## config.mk

```make
export PLATFORM = sky130hd
export DESIGN_NAME = rdn_to_julian_date_flat
export DESIGN_NICKNAME = d
export VERILOG_FILES = /design/src/rtl/core/rdjd_pkg.sv /design/src/rtl/core/rdjd_day_if.sv /design/src/rtl/core/rdjd_front.sv /design/src/rtl/core/rdjd_div.sv /design/src/rtl/core/rdjd_cal.sv /design/src/rtl/core/rdn_to_julian_date.sv /design/src/flat_wrapper.sv
export SDC_FILE = /design/constraint.sdc
export NUM_CORES = 1
export LEC_CHECK = 0
export BUFFER_PORTS_ARGS = -buffer_cell sky130_fd_sc_hd__buf_2
export CELL_PAD_IN_SITES_DETAIL_PLACEMENT = 1
export CELL_PAD_IN_SITES_GLOBAL_PLACEMENT = 1
export CORE_MARGIN = 2
export CORE_UTILIZATION = 40
export DETAILED_ROUTE_END_ITERATION = 6
export HOLD_SLACK_MARGIN = 0.02
export PLACE_DENSITY_LB_ADDON = 0.05
export SKIP_LAST_GASP = 1
export SLEW_MARGIN = 20
export SYNTH_ARGS = -nofsm -noshare
export SYNTH_HDL_FRONTEND = slang
export SYNTH_HIERARCHICAL = 1
export SYNTH_SLANG_ARGS = --single-unit
```

## constraint.sdc

```tcl
create_clock -name clk -period 7.6 [get_ports clk]
set_input_delay 0.76 -clock clk [delete_from_list [all_inputs] [get_ports clk]]
set_output_delay 0.76 -clock clk [all_outputs]
set_load 0.01 [all_outputs]
```

## src/rtl/core/rdjd_pkg.sv

```systemverilog
// shared types, constants and the month table of the day number to julian date converter
package rdjd_pkg;

    // 4*rdn + 7 shifted so that year -32768 starts at zero
    localparam int unsigned SCALE_OFFSET = 32'd47875516;
    // 65536 julian years of 1461 quarter days each
    localparam int unsigned SCALE_SPAN   = 32'd95748096;
    localparam int unsigned QUARTER_YEAR = 1461;
    // ceil(2**RECIP_SHIFT / 1461), exact for every in-range scaled value
    localparam int unsigned RECIP        = 32'd188143674;
    localparam int unsigned RECIP_SHIFT  = 38;

    localparam int SCALED_W = 27;
    localparam int RECIP_W  = 28;
    localparam int PROD_W   = SCALED_W + RECIP_W;
    localparam int QUOT_W   = 16;
    localparam int REM_W    = 11;

    localparam logic [8:0] MONTH_START [12] = '{
        9'd0, 9'd31, 9'd59, 9'd90, 9'd120, 9'd151,
        9'd181, 9'd212, 9'd243, 9'd273, 9'd304, 9'd334
    };

    typedef struct packed {
        logic                ok;
        logic [SCALED_W-1:0] scaled;
        logic [6:0]          wsum;
    } rdjd_s1_t;

    typedef struct packed {
        logic                ok;
        logic [SCALED_W-1:0] scaled;
        logic [QUOT_W-1:0]   quot;
        logic [3:0]          wsum;
    } rdjd_s2_t;

    typedef struct packed {
        logic              ok;
        logic [QUOT_W-1:0] quot;
        logic [8:0]        doy0;
        logic [3:0]        wsum;
    } rdjd_s3_t;

    typedef struct packed {
        logic        valid_res;
        logic [15:0] year;
        logic        leap_year;
        logic [2:0]  weekday;
        logic [8:0]  day_of_year;
        logic [3:0]  month;
        logic [4:0]  day_of_month;
    } rdjd_res_t;

    // zero-based month index of a zero-based day of year
    function automatic logic [3:0] month_index(logic [8:0] doy0, logic leap);
        logic [3:0] m;
        logic [8:0] cum;
        m = 4'd0;
        for (int k = 0; k < 12; k++)
        begin
            cum = MONTH_START[k] + ((k >= 2) ? {8'd0, leap} : 9'd0);
            if (doy0 >= cum)
            begin
                m = 4'(k);
            end
        end
        return m;
    endfunction

endpackage

```

## src/rtl/core/rdjd_day_if.sv

```systemverilog
// channel interfaces: day number in, julian date out
interface rdjd_day_if;
    logic               valid;
    logic               ready;
    logic signed [31:0] day_number;

    modport source (output valid, output day_number, input ready);
    modport sink (input valid, input day_number, output ready);
endinterface

interface rdjd_date_if;
    logic               valid;
    logic               ready;
    logic               valid_res;
    logic signed [15:0] year;
    logic               leap_year;
    logic [2:0]         weekday;
    logic [8:0]         day_of_year;
    logic [3:0]         month;
    logic [4:0]         day_of_month;

    modport source (output valid, output valid_res, output year, output leap_year,
                    output weekday, output day_of_year, output month,
                    output day_of_month, input ready);
    modport sink (input valid, input valid_res, input year, input leap_year,
                  input weekday, input day_of_year, input month,
                  input day_of_month, output ready);
endinterface

```

## src/rtl/core/rdjd_front.sv

```systemverilog
// first stage: scaling, year range check and weekday digit sum
module rdjd_front (
    input  logic             clk,
    input  logic             rst_n,
    rdjd_day_if.sink         day_in,
    output logic             s1_valid,
    output rdjd_pkg::rdjd_s1_t s1_data,
    input  logic             s1_ready
);
    import rdjd_pkg::*;

    logic       valid_reg;
    logic       valid_next;
    rdjd_s1_t   data_reg;
    rdjd_s1_t   data_next;
    logic [34:0] scaled_full;
    logic [6:0] digit_sum;
    logic       advance;

    assign advance      = !valid_reg || s1_ready;
    assign day_in.ready = advance;
    assign s1_valid     = valid_reg;
    assign s1_data      = data_reg;

    always_comb
    begin
        scaled_full = {day_in.day_number[31], day_in.day_number, 2'b00} + 35'(SCALE_OFFSET);
        // 8 = 1 mod 7, so octal digits add up to the residue; 2**32 = 4 mod 7
        digit_sum = {5'd0, day_in.day_number[31:30]};
        for (int i = 0; i < 10; i++)
        begin
            digit_sum = digit_sum + {4'd0, day_in.day_number[3*i +: 3]};
        end
        digit_sum = digit_sum + (day_in.day_number[31] ? 7'd3 : 7'd0) + 7'd6;
        data_next.ok     = !scaled_full[34] && (scaled_full[33:0] < 34'(SCALE_SPAN));
        data_next.scaled = scaled_full[SCALED_W-1:0];
        data_next.wsum   = digit_sum;
        valid_next       = advance ? day_in.valid : valid_reg;
    end

    always_ff @(posedge clk or negedge rst_n)
    begin
        if (!rst_n)
        begin
            valid_reg <= 1'b0;
        end
        else
        begin
            valid_reg <= valid_next;
        end
    end

    always_ff @(posedge clk)
    begin
        if (advance && day_in.valid)
        begin
            data_reg <= data_next;
        end
    end

endmodule

```

## src/rtl/core/rdjd_div.sv

```systemverilog
// two stages: reciprocal multiply for the year, then remainder for the day of year
module rdjd_div (
    input  logic               clk,
    input  logic               rst_n,
    input  logic               s1_valid,
    input  rdjd_pkg::rdjd_s1_t s1_data,
    output logic               s1_ready,
    output logic               s3_valid,
    output rdjd_pkg::rdjd_s3_t s3_data,
    input  logic               s3_ready
);
    import rdjd_pkg::*;

    logic                 s2_valid_reg;
    logic                 s2_valid_next;
    rdjd_s2_t             s2_reg;
    rdjd_s2_t             s2_next;
    logic                 s3_valid_reg;
    logic                 s3_valid_next;
    rdjd_s3_t             s3_reg;
    rdjd_s3_t             s3_next;
    logic [PROD_W-1:0]    product;
    logic [SCALED_W-1:0]  back_mult;
    logic [REM_W-1:0]     remainder;
    logic                 adv2;
    logic                 adv3;

    assign adv3     = !s3_valid_reg || s3_ready;
    assign adv2     = !s2_valid_reg || adv3;
    assign s1_ready = adv2;
    assign s3_valid = s3_valid_reg;
    assign s3_data  = s3_reg;

    always_comb
    begin
        product        = {{RECIP_W{1'b0}}, s1_data.scaled} * PROD_W'(RECIP);
        s2_next.ok     = s1_data.ok;
        s2_next.scaled = s1_data.scaled;
        s2_next.quot   = product[RECIP_SHIFT +: QUOT_W];
        s2_next.wsum   = {1'b0, s1_data.wsum[2:0]} + {1'b0, s1_data.wsum[5:3]}
                       + {3'd0, s1_data.wsum[6]};
        s2_valid_next  = adv2 ? s1_valid : s2_valid_reg;

        back_mult      = SCALED_W'(s2_reg.quot) * SCALED_W'(QUARTER_YEAR);
        remainder      = REM_W'(s2_reg.scaled - back_mult);
        s3_next.ok     = s2_reg.ok;
        s3_next.quot   = s2_reg.quot;
        s3_next.doy0   = remainder[REM_W-1:2];
        s3_next.wsum   = {1'b0, s2_reg.wsum[2:0]} + {3'd0, s2_reg.wsum[3]};
        s3_valid_next  = adv3 ? s2_valid_reg : s3_valid_reg;
    end

    always_ff @(posedge clk or negedge rst_n)
    begin
        if (!rst_n)
        begin
            s2_valid_reg <= 1'b0;
            s3_valid_reg <= 1'b0;
        end
        else
        begin
            s2_valid_reg <= s2_valid_next;
            s3_valid_reg <= s3_valid_next;
        end
    end

    always_ff @(posedge clk)
    begin
        if (adv2 && s1_valid)
        begin
            s2_reg <= s2_next;
        end
        if (adv3 && s2_valid_reg)
        begin
            s3_reg <= s3_next;
        end
    end

endmodule

```

## src/rtl/core/rdjd_cal.sv

```systemverilog
// last stage: month lookup, weekday finish and output register
module rdjd_cal (
    input  logic               clk,
    input  logic               rst_n,
    input  logic               s3_valid,
    input  rdjd_pkg::rdjd_s3_t s3_data,
    output logic               s3_ready,
    rdjd_date_if.source        date_out
);
    import rdjd_pkg::*;

    logic       valid_reg;
    logic       valid_next;
    rdjd_res_t  res_reg;
    rdjd_res_t  res_next;
    logic       leap;
    logic [3:0] m;
    logic [8:0] cum;
    logic [3:0] wmod;
    logic       advance;

    assign advance  = !valid_reg || date_out.ready;
    assign s3_ready = advance;

    always_comb
    begin
        leap = (s3_data.quot[1:0] == 2'b00);
        m    = month_index(s3_data.doy0, leap);
        cum  = MONTH_START[m] + ((m >= 4'd2) ? {8'd0, leap} : 9'd0);
        wmod = (s3_data.wsum >= 4'd7) ? (s3_data.wsum - 4'd7) : s3_data.wsum;
        res_next = '0;
        if (s3_data.ok)
        begin
            // year = quot - 32768
            res_next.valid_res    = 1'b1;
            res_next.year         = {~s3_data.quot[15], s3_data.quot[14:0]};
            res_next.leap_year    = leap;
            res_next.weekday      = wmod[2:0] + 3'd1;
            res_next.day_of_year  = s3_data.doy0 + 9'd1;
            res_next.month        = m + 4'd1;
            res_next.day_of_month = 5'(s3_data.doy0 - cum) + 5'd1;
        end
        valid_next = advance ? s3_valid : valid_reg;
    end

    always_ff @(posedge clk or negedge rst_n)
    begin
        if (!rst_n)
        begin
            valid_reg <= 1'b0;
        end
        else
        begin
            valid_reg <= valid_next;
        end
    end

    always_ff @(posedge clk)
    begin
        if (advance && s3_valid)
        begin
            res_reg <= res_next;
        end
    end

    assign date_out.valid        = valid_reg;
    assign date_out.valid_res    = res_reg.valid_res;
    assign date_out.year         = $signed(res_reg.year);
    assign date_out.leap_year    = res_reg.leap_year;
    assign date_out.weekday      = res_reg.weekday;
    assign date_out.day_of_year  = res_reg.day_of_year;
    assign date_out.month        = res_reg.month;
    assign date_out.day_of_month = res_reg.day_of_month;

endmodule

```

## src/rtl/core/rdn_to_julian_date.sv

```systemverilog
// top level of the rata die to julian calendar date converter
// day_in carries a signed 32-bit day number (day 1 = gregorian 1 january of
// year 1); date_out carries the proleptic julian date: year, leap flag, iso
// weekday, day of year, month and day of month, plus valid_res, which is 0
// with all other fields 0 when the year does not fit 16-bit signed.
// an item is taken when valid and ready are both high on a rising clk.
// an item reaches date_out through the register stages below; one item is
// accepted per cycle unless date_out stalls, and results follow input order.
// the pipeline is four register stages: scaling and range check, the
// 27x28 reciprocal multiply that gives the year, the remainder multiply
// that gives the day of year, and the month table with the output register.
// every stage moves on when it is empty or the next one takes its item, so
// bubbles fill up while date_out is stalled and nothing is dropped; with
// ready low on date_out the block holds up to four items, then drops ready.
// rst_n clears all valid bits at once; the data registers are not reset.
module rdn_to_julian_date (
    input  logic        clk,
    input  logic        rst_n,
    rdjd_day_if.sink    day_in,
    rdjd_date_if.source date_out
);
    import rdjd_pkg::*;

    logic     s1_valid;
    rdjd_s1_t s1_data;
    logic     s1_ready;
    logic     s3_valid;
    rdjd_s3_t s3_data;
    logic     s3_ready;

    rdjd_front u_front (
        .clk      (clk),
        .rst_n    (rst_n),
        .day_in   (day_in),
        .s1_valid (s1_valid),
        .s1_data  (s1_data),
        .s1_ready (s1_ready)
    );

    rdjd_div u_div (
        .clk      (clk),
        .rst_n    (rst_n),
        .s1_valid (s1_valid),
        .s1_data  (s1_data),
        .s1_ready (s1_ready),
        .s3_valid (s3_valid),
        .s3_data  (s3_data),
        .s3_ready (s3_ready)
    );

    rdjd_cal u_cal (
        .clk      (clk),
        .rst_n    (rst_n),
        .s3_valid (s3_valid),
        .s3_data  (s3_data),
        .s3_ready (s3_ready),
        .date_out (date_out)
    );

endmodule

```

## src/flat_wrapper.sv

```systemverilog
// flat-port wrapper written by rule: the top's interface ports become plain ports
module rdn_to_julian_date_flat import rdjd_pkg::*;
  (clk, rst_n, day_in_valid, day_in_day_number, day_in_ready, date_out_valid, date_out_valid_res, date_out_year, date_out_leap_year, date_out_weekday, date_out_day_of_year, date_out_month, date_out_day_of_month, date_out_ready);
  rdjd_day_if day_in_i ();
  rdjd_date_if date_out_i ();
  input  logic clk;
  input  logic rst_n;
  input wire logic [$bits(day_in_i.valid)-1:0] day_in_valid;
  input wire logic [$bits(day_in_i.day_number)-1:0] day_in_day_number;
  output wire logic [$bits(day_in_i.ready)-1:0] day_in_ready;
  output wire logic [$bits(date_out_i.valid)-1:0] date_out_valid;
  output wire logic [$bits(date_out_i.valid_res)-1:0] date_out_valid_res;
  output wire logic [$bits(date_out_i.year)-1:0] date_out_year;
  output wire logic [$bits(date_out_i.leap_year)-1:0] date_out_leap_year;
  output wire logic [$bits(date_out_i.weekday)-1:0] date_out_weekday;
  output wire logic [$bits(date_out_i.day_of_year)-1:0] date_out_day_of_year;
  output wire logic [$bits(date_out_i.month)-1:0] date_out_month;
  output wire logic [$bits(date_out_i.day_of_month)-1:0] date_out_day_of_month;
  input wire logic [$bits(date_out_i.ready)-1:0] date_out_ready;
  assign day_in_i.valid = day_in_valid;
  assign day_in_i.day_number = day_in_day_number;
  assign day_in_ready = day_in_i.ready;
  assign date_out_valid = date_out_i.valid;
  assign date_out_valid_res = date_out_i.valid_res;
  assign date_out_year = date_out_i.year;
  assign date_out_leap_year = date_out_i.leap_year;
  assign date_out_weekday = date_out_i.weekday;
  assign date_out_day_of_year = date_out_i.day_of_year;
  assign date_out_month = date_out_i.month;
  assign date_out_day_of_month = date_out_i.day_of_month;
  assign date_out_i.ready = date_out_ready;
  rdn_to_julian_date u_core (.clk(clk), .rst_n(rst_n), .day_in(day_in_i), .date_out(date_out_i));
endmodule
```

== Word-level counts from Yosys, hierarchy flattened ==
Memories as Yosys holds them, arrays and structs flattened.
Cells that the tools add are included.

* Register bits: 140
* Memory bits (read-only): 144
* Output and inout bits: 41
* Logic and storage cells: 108
* Memories: 1

{| class="wikitable"
|+ Memory list
! name !! words !! bits a word !! rd ports !! clocked after Yosys merged registers in !! write ports !! line !! RTL
|-
| (name not given) || 16 || 9 || 1 || 0 || 0 || rdjd_cal.sv:29 || <nowiki>cum = MONTH_START[m] + ((m >= 4'd2) ? {8'd0, leap} : 9'd0);</nowiki>
|}

* Add/sub/neg operators: 34
* Multipliers: 2
* $lt $le $gt $ge: 15
* Mux-type cells: 17
* Bitwise operators: 2
* Reduce and logical (&&, ||, !) cells: 15

{| class="wikitable"
|+ Operators by type and width
! kind !! count
|-
| $ge A9 B9 Y1 || 7
|-
| $mul A27 B27 Y53 const B || 1
|-
| $add A7 B3 Y7 || 6
|-
| $mux W39 || 1
|-
| $add A8 B1 Y9 const A || 4
|-
| $mux W4 || 9
|-
| $add A34 B27 Y35 const B || 1
|-
| $lt A34 B27 Y1 const B || 1
|-
| $add A9 B1 Y9 const A || 3
|-
| $ge A9 B8 Y1 || 2
|-
| $add A7 B1 Y8 const A || 2
|-
| $mul A16 B11 Y11 const B || 1
|-
| $sub A11 B11 Y11 || 1
|-
| $mux W5 || 2
|-
| $add A9 B1 Y9 const B || 1
|-
| $ge A9 B5 Y1 const B || 1
|-
| $ge A9 B7 Y1 || 1
|-
| $add A6 B1 Y7 const A || 1
|-
| $add A6 B3 Y7 || 1
|-
| $add A7 B2 Y7 || 1
|-
| $add A7 B3 Y7 const B || 1
|-
| $add A5 B3 Y6 || 1
|-
| $add A4 B3 Y5 || 1
|-
| $add A5 B1 Y5 || 1
|-
| 21 further kinds || 34
|}

== Longest topological paths before layout ==
* Word-level depth: 21
* Gate-level depth with buffers: 23
* Gate-level depth less buffers: 22

== Hierarchy ==
Netlist, hierarchy kept.

{| class="wikitable"
|+ Modules (own cells, without submodules)
! module !! times used !! cells each !! area an instance (um^2)
|-
| rdjd_div || 1 || 1,463 || 15,772.6
|-
| rdjd_front || 1 || 265 || 2,802.7
|-
| rdjd_cal || 1 || 239 || 2,592.5
|}

== Least setup slack after synthesis ==
OpenSTA, ideal clock, no wires.

* Kind: reg2reg
* Start: register u_core.u_front.data_reg, in the netlist u_core/u_front/s1_data[17]
* End: register u_core/u_div/s2_reg[19] (netlist name) (data pin)
* Data arrival time: 5.875 ns
* Path slack: 1.461 ns
* Stages on the path, launching flop included: 21
* Path buffers: 0
* Period minus slack after synthesis: 6.139 ns
* Cell sequence: edfxtp_1 -> ha_1 -> fa_1 -> fa_1 -> inv_1 -> fa_1 -> inv_1 -> fa_1 -> fa_1 -> inv_1 -> fa_1 -> inv_1 -> ha_1 -> nand2_1 -> a2111oi_1 -> o21ai_1 -> a21oi_2 -> nand3_2 -> a2111oi_2 -> or3_1 -> nand3_1

* Word-level cells in the longest chain between the ends: 1

{| class="wikitable"
|+ Ends and longest elaborated chain
! what !! line !! RTL
|-
| from (decl) || rdjd_front.sv:14 || <nowiki>rdjd_s1_t data_reg;</nowiki>
|-
| from (signal assigned) || rdjd_front.sv:57 || <nowiki>data_reg <= data_next;</nowiki>
|-
| $mul A27 B27 Y53 || rdjd_div.sv:36 || <nowiki>product = {{RECIP_W{1'b0}}, s1_data.scaled} * PROD_W'(RECIP);</nowiki>
|-
| net u_core.u_div.product[53] || rdjd_div.sv:22 || <nowiki>logic [PROD_W-1:0] product;</nowiki>
|-
| to (signal assigned) || rdjd_div.sv:71 || <nowiki>s2_reg <= s2_next;</nowiki>
|-
| to (decl) || rdjd_div.sv:16 || <nowiki>rdjd_s2_t s2_reg;</nowiki>
|}

The timed path passes the listed nets, and every way through them passes these cells.
A chain may end at the register's enable or synchronous reset.

== Worst setup path in the final report ==
* Start: register u_core.u_front.data_reg, in the netlist u_core/u_front/s1_data[15]
* End: register u_core/u_div/s2_reg[19] (netlist name) (data pin)

The elaborated chain is that of the path after synthesis.

==> impl_metrics.json <==
{
  "hpwl_mm": 52.3,
  "timing.final.crit_share_pct": 92.4,
  "routed.top_layer": "met4",
  "timing.max_slew.rel_slack_pct": 32.7,
  "syn_avg_cell_area_sq_um": 10.8,
  "drc": 0,
  "timing.clock.skew_ps": 24.8,
  "clock_tree.buffer_depth": 2,
  "worst-path-max-fanout": 6,
  "synthCells": 1967,
  "buffer_ports.inserted": 76,
  "detail_route.wl_per_cell_um": 21.5,
  "setup_viol": 0,
  "fin_nets": 2769,
  "setup.worst_path.end_class": "register",
  "fp.dieW_um": 234,
  "final_critical_path_required_period_ps": 7020,
  "finalInstanceArea_sq_um": 22900,
  "number_of_diodes_added_for_antenna_fixing": 0,
  "outcome": "finished, final reports clean",
  "yosys.cell_types.count": 80,
  "detailroute.via_count": 13800,
  "synth_adder_area_share_pct": 52.9,
  "synth-simple-area-share_pct": 5.90,
  "largest_reg_flops": 33,
  "final_hold_viol_count": 0,
  "ys_async_sr_fraction_pct": 2.90,
  "grt_first_pass_wirelength_mm": 93.1,
  "postcts_resize_cnt": 0,
  "clock-sinks": 138,
  "vias_per_cell": 5.03,
  "synth.area.top_cells": "sky130_fd_sc_hd__fa_1 33%, sky130_fd_sc_hd__ha_1 20%, sky130_fd_sc_hd__edfxtp_1 19%",
  "cts.root.buffer_cell": "sky130_fd_sc_hd__clkbuf_16",
  "cp_data_required_time_ps": 7800,
  "detailed_place.area_sq_um": 22400,
  "layout.filler_cells": 5752,
  "ys_seq_area_share_pct": 19.5,
  "cts_htree_levels": 4,
  "final_antenna_net_count": 0,
  "die_height_um": 234,
  "num_rows": 84,
  "yosys_most_used_dff": "sky130_fd_sc_hd__edfxtp_1",
  "wl_met3_mm": 2.06,
  "globalplace.congestion": 0.921,
  "worst_ep_arrival_time_ps": 7220,
  "globalRoute.totalOverflow": 0,
  "min_path_type": "input port to async pin",
  "leading_cell_type_by_number_of_instances_after_synthesis": "sky130_fd_sc_hd__inv_1",
  "maximum_number_of_pins_on_one_net_before_global_route_repair": 40,
  "synth-edff-count": 134,
  "synthTopCellsByCount": "592 x sky130_fd_sc_hd__inv_1, 347 x sky130_fd_sc_hd__fa_1, 339 x sky130_fd_sc_hd__ha_1",
  "cts.repair_timing.setup_buffer_count": 0,
  "grt_antenna_before_repair": 0,
  "layout.area.seq_sq_um": 4120,
  "postRouteWirelength_mm": 59.0,
  "drt_pass_1_iters": 5,
  "fmax_mhz": 142,
  "ys.warnings.count": 6,
  "num_io_pins": 77,
  "fp.dieArea_sq_um": 54800,
  "gr-usage-all-layers_pct": 23.0,
  "multi_input_combinational_cell_area_sq_um": 14700,
  "yosys.area_share.xor_xnor_pct": 3.43,
  "fin_setup_tns_ps": 0,
  "cts-buffers-inserted": 17,
  "clock_latency_ps": 470,
  "grt_setup_unrepaired": "false",
  "cp-start-kind": "register",
  "path_clk_slew_ps": 70,
  "synth.mux.area_fraction_pct": 0.100,
  "m1WireLength_mm": 27.9,
  "cts_tree": "built",
  "synth-seq-cells": 138,
  "synth_largest_type_area_fraction_pct": 32.8,
  "post_synth_instance_area_sq_um": 21200,
  "number_of_global_route_vias_before_repair": 15900,
  "dr_wl_met2_mm": 28.2,
  "synth_top_family_by_area": "adder cells",
  "area_growth_syn_to_layout_pct": 8.25,
  "timing_max_transition_violations_final": 0,
  "hold_buffers": 0,
  "maxCapViolations": 0,
  "floorplan_core_area_sq_um": 52400,
  "compound_cell_area_share_of_the_yosys_netlist_pct": 7.17,
  "max_slew.worst_pin.slew_ps": 1010,
  "fraction_of_layout_cells_with_a_size_suffix_above_1_pct": 6.99,
  "yosys.area.top_type": "sky130_fd_sc_hd__fa_1",
  "first_iter_violations": 643,
  "crit_type": "register to register",
  "floorplan.initialDensity_pct": 40.4
}
==> per-layer routing <==
metal	vias up	global-route usage [%]
met3	34	2.94
met1	7168	32.1
met5	-	0
li1	6400	-
met4	0	4.91
met2	213	38.5
==> path summary, 6_finish.rpt <==
path                                            start  slack, ps  cells after the start                     endpoint
max                        u_core/u_front/s1_data[15]        580                     20      u_core/u_div/s2_reg[19]
min                                             rst_n        100                      1      u_core/u_front/s1_valid
max reg2reg                u_core/u_front/s1_data[15]        580                     20      u_core/u_div/s2_reg[19]
min reg2reg                   u_core/u_div/s2_reg[15]        420                      0     u_core/u_div/s3_data[24]
max in group asynchronous                       rst_n       7370                      1  u_core/u_cal/date_out.valid
min in group clk              u_core/u_div/s2_reg[15]        420                      0     u_core/u_div/s3_data[24]
==> critical path, stage by stage, from the launching register on <==
cell,delay [ps]
sky130_fd_sc_hd__edfxtp_1,570
sky130_fd_sc_hd__ha_1,490
sky130_fd_sc_hd__fa_1,590
sky130_fd_sc_hd__inv_1,50
sky130_fd_sc_hd__fa_1,490
sky130_fd_sc_hd__fa_1,430
sky130_fd_sc_hd__fa_1,540
sky130_fd_sc_hd__inv_1,50
sky130_fd_sc_hd__fa_1,470
sky130_fd_sc_hd__inv_1,60
sky130_fd_sc_hd__fa_1,530
sky130_fd_sc_hd__inv_1,40
sky130_fd_sc_hd__ha_1,330
sky130_fd_sc_hd__o211ai_1,180
sky130_fd_sc_hd__a2111oi_1,490
sky130_fd_sc_hd__o21ai_1,220
sky130_fd_sc_hd__a21oi_2,290
sky130_fd_sc_hd__nand3_2,200
sky130_fd_sc_hd__a2111oi_2,440
sky130_fd_sc_hd__or3_1,180
sky130_fd_sc_hd__nand3_1,80
==> cells by family after synthesis <==
| kind of cell | after synthesis |
|---|---|
| AO/OA/AOI/OAI | 208 |
| XOR/XNOR | 83 |
| adder cells (fa/ha/maj) | 687 |
| buffers and inverters | 615 |
| flip-flops | 138 |
| multiplexers | 2 |
| other | 1 |
| AND/OR/NAND/NOR | 233 |
==> layout by cell type (no fill, tap or decap), drive strengths merged, types with 4 or more instances in the layout <==
cell type	count
o41ai	4
o21ai	33
and2	29
a211oi	12
o31ai	6
nor4	5
a2111oi	4
nor3	10
xnor2	63
clkbuf	17
fa	347
a21oi	52
clkinv	6
nand3b	4
nor2	47
o21bai	4
nand2b	14
inv	601
o211ai	11
dfrtp	4
a311o	5
a21o	27
edfxtp	134
nand4	16
o21a	7
nor2b	11
nand2	40
ha	339
or2	5
or3	6
a211o	5
a31oi	10
buf	81
nand3	25
and3	10
a311oi	4
o211a	4
xor2	20
==> metrics by stage <==
stage / std cells / utilization [%] / setup WS [ps] / hold slack (ps)
CTS: 2748 / 43.7 / 583 / 60.0
global placement: 2716 / 42.6 / 698 / 406
detailed placement: 2716 / 42.6 / 619 / 408
floorplan: 1968 / - / 1460 / 400
global route: 2748 / 43.7 / 285 / 71.0
finish: 2748 / 43.7 / 578 / 96.0
==> final cells by class <==
| class | instances | area share [%] |
|---|---|---|
| Clock buffer | 17 | 1.86 |
| Sequential cell | 138 | 18.0 |
| Inverter | 594 | 9.73 |
| Clock inverter | 15 | 0.584 |
| Multi-Input combinational cell | 1215 | 64.3 |
| Tap cell | 688 | 3.76 |
| Timing Repair Buffer | 81 | 1.82 |
Power is not shown: default switching activity piles up to over one toggle a cycle in this logic, so the estimate is an artifact.
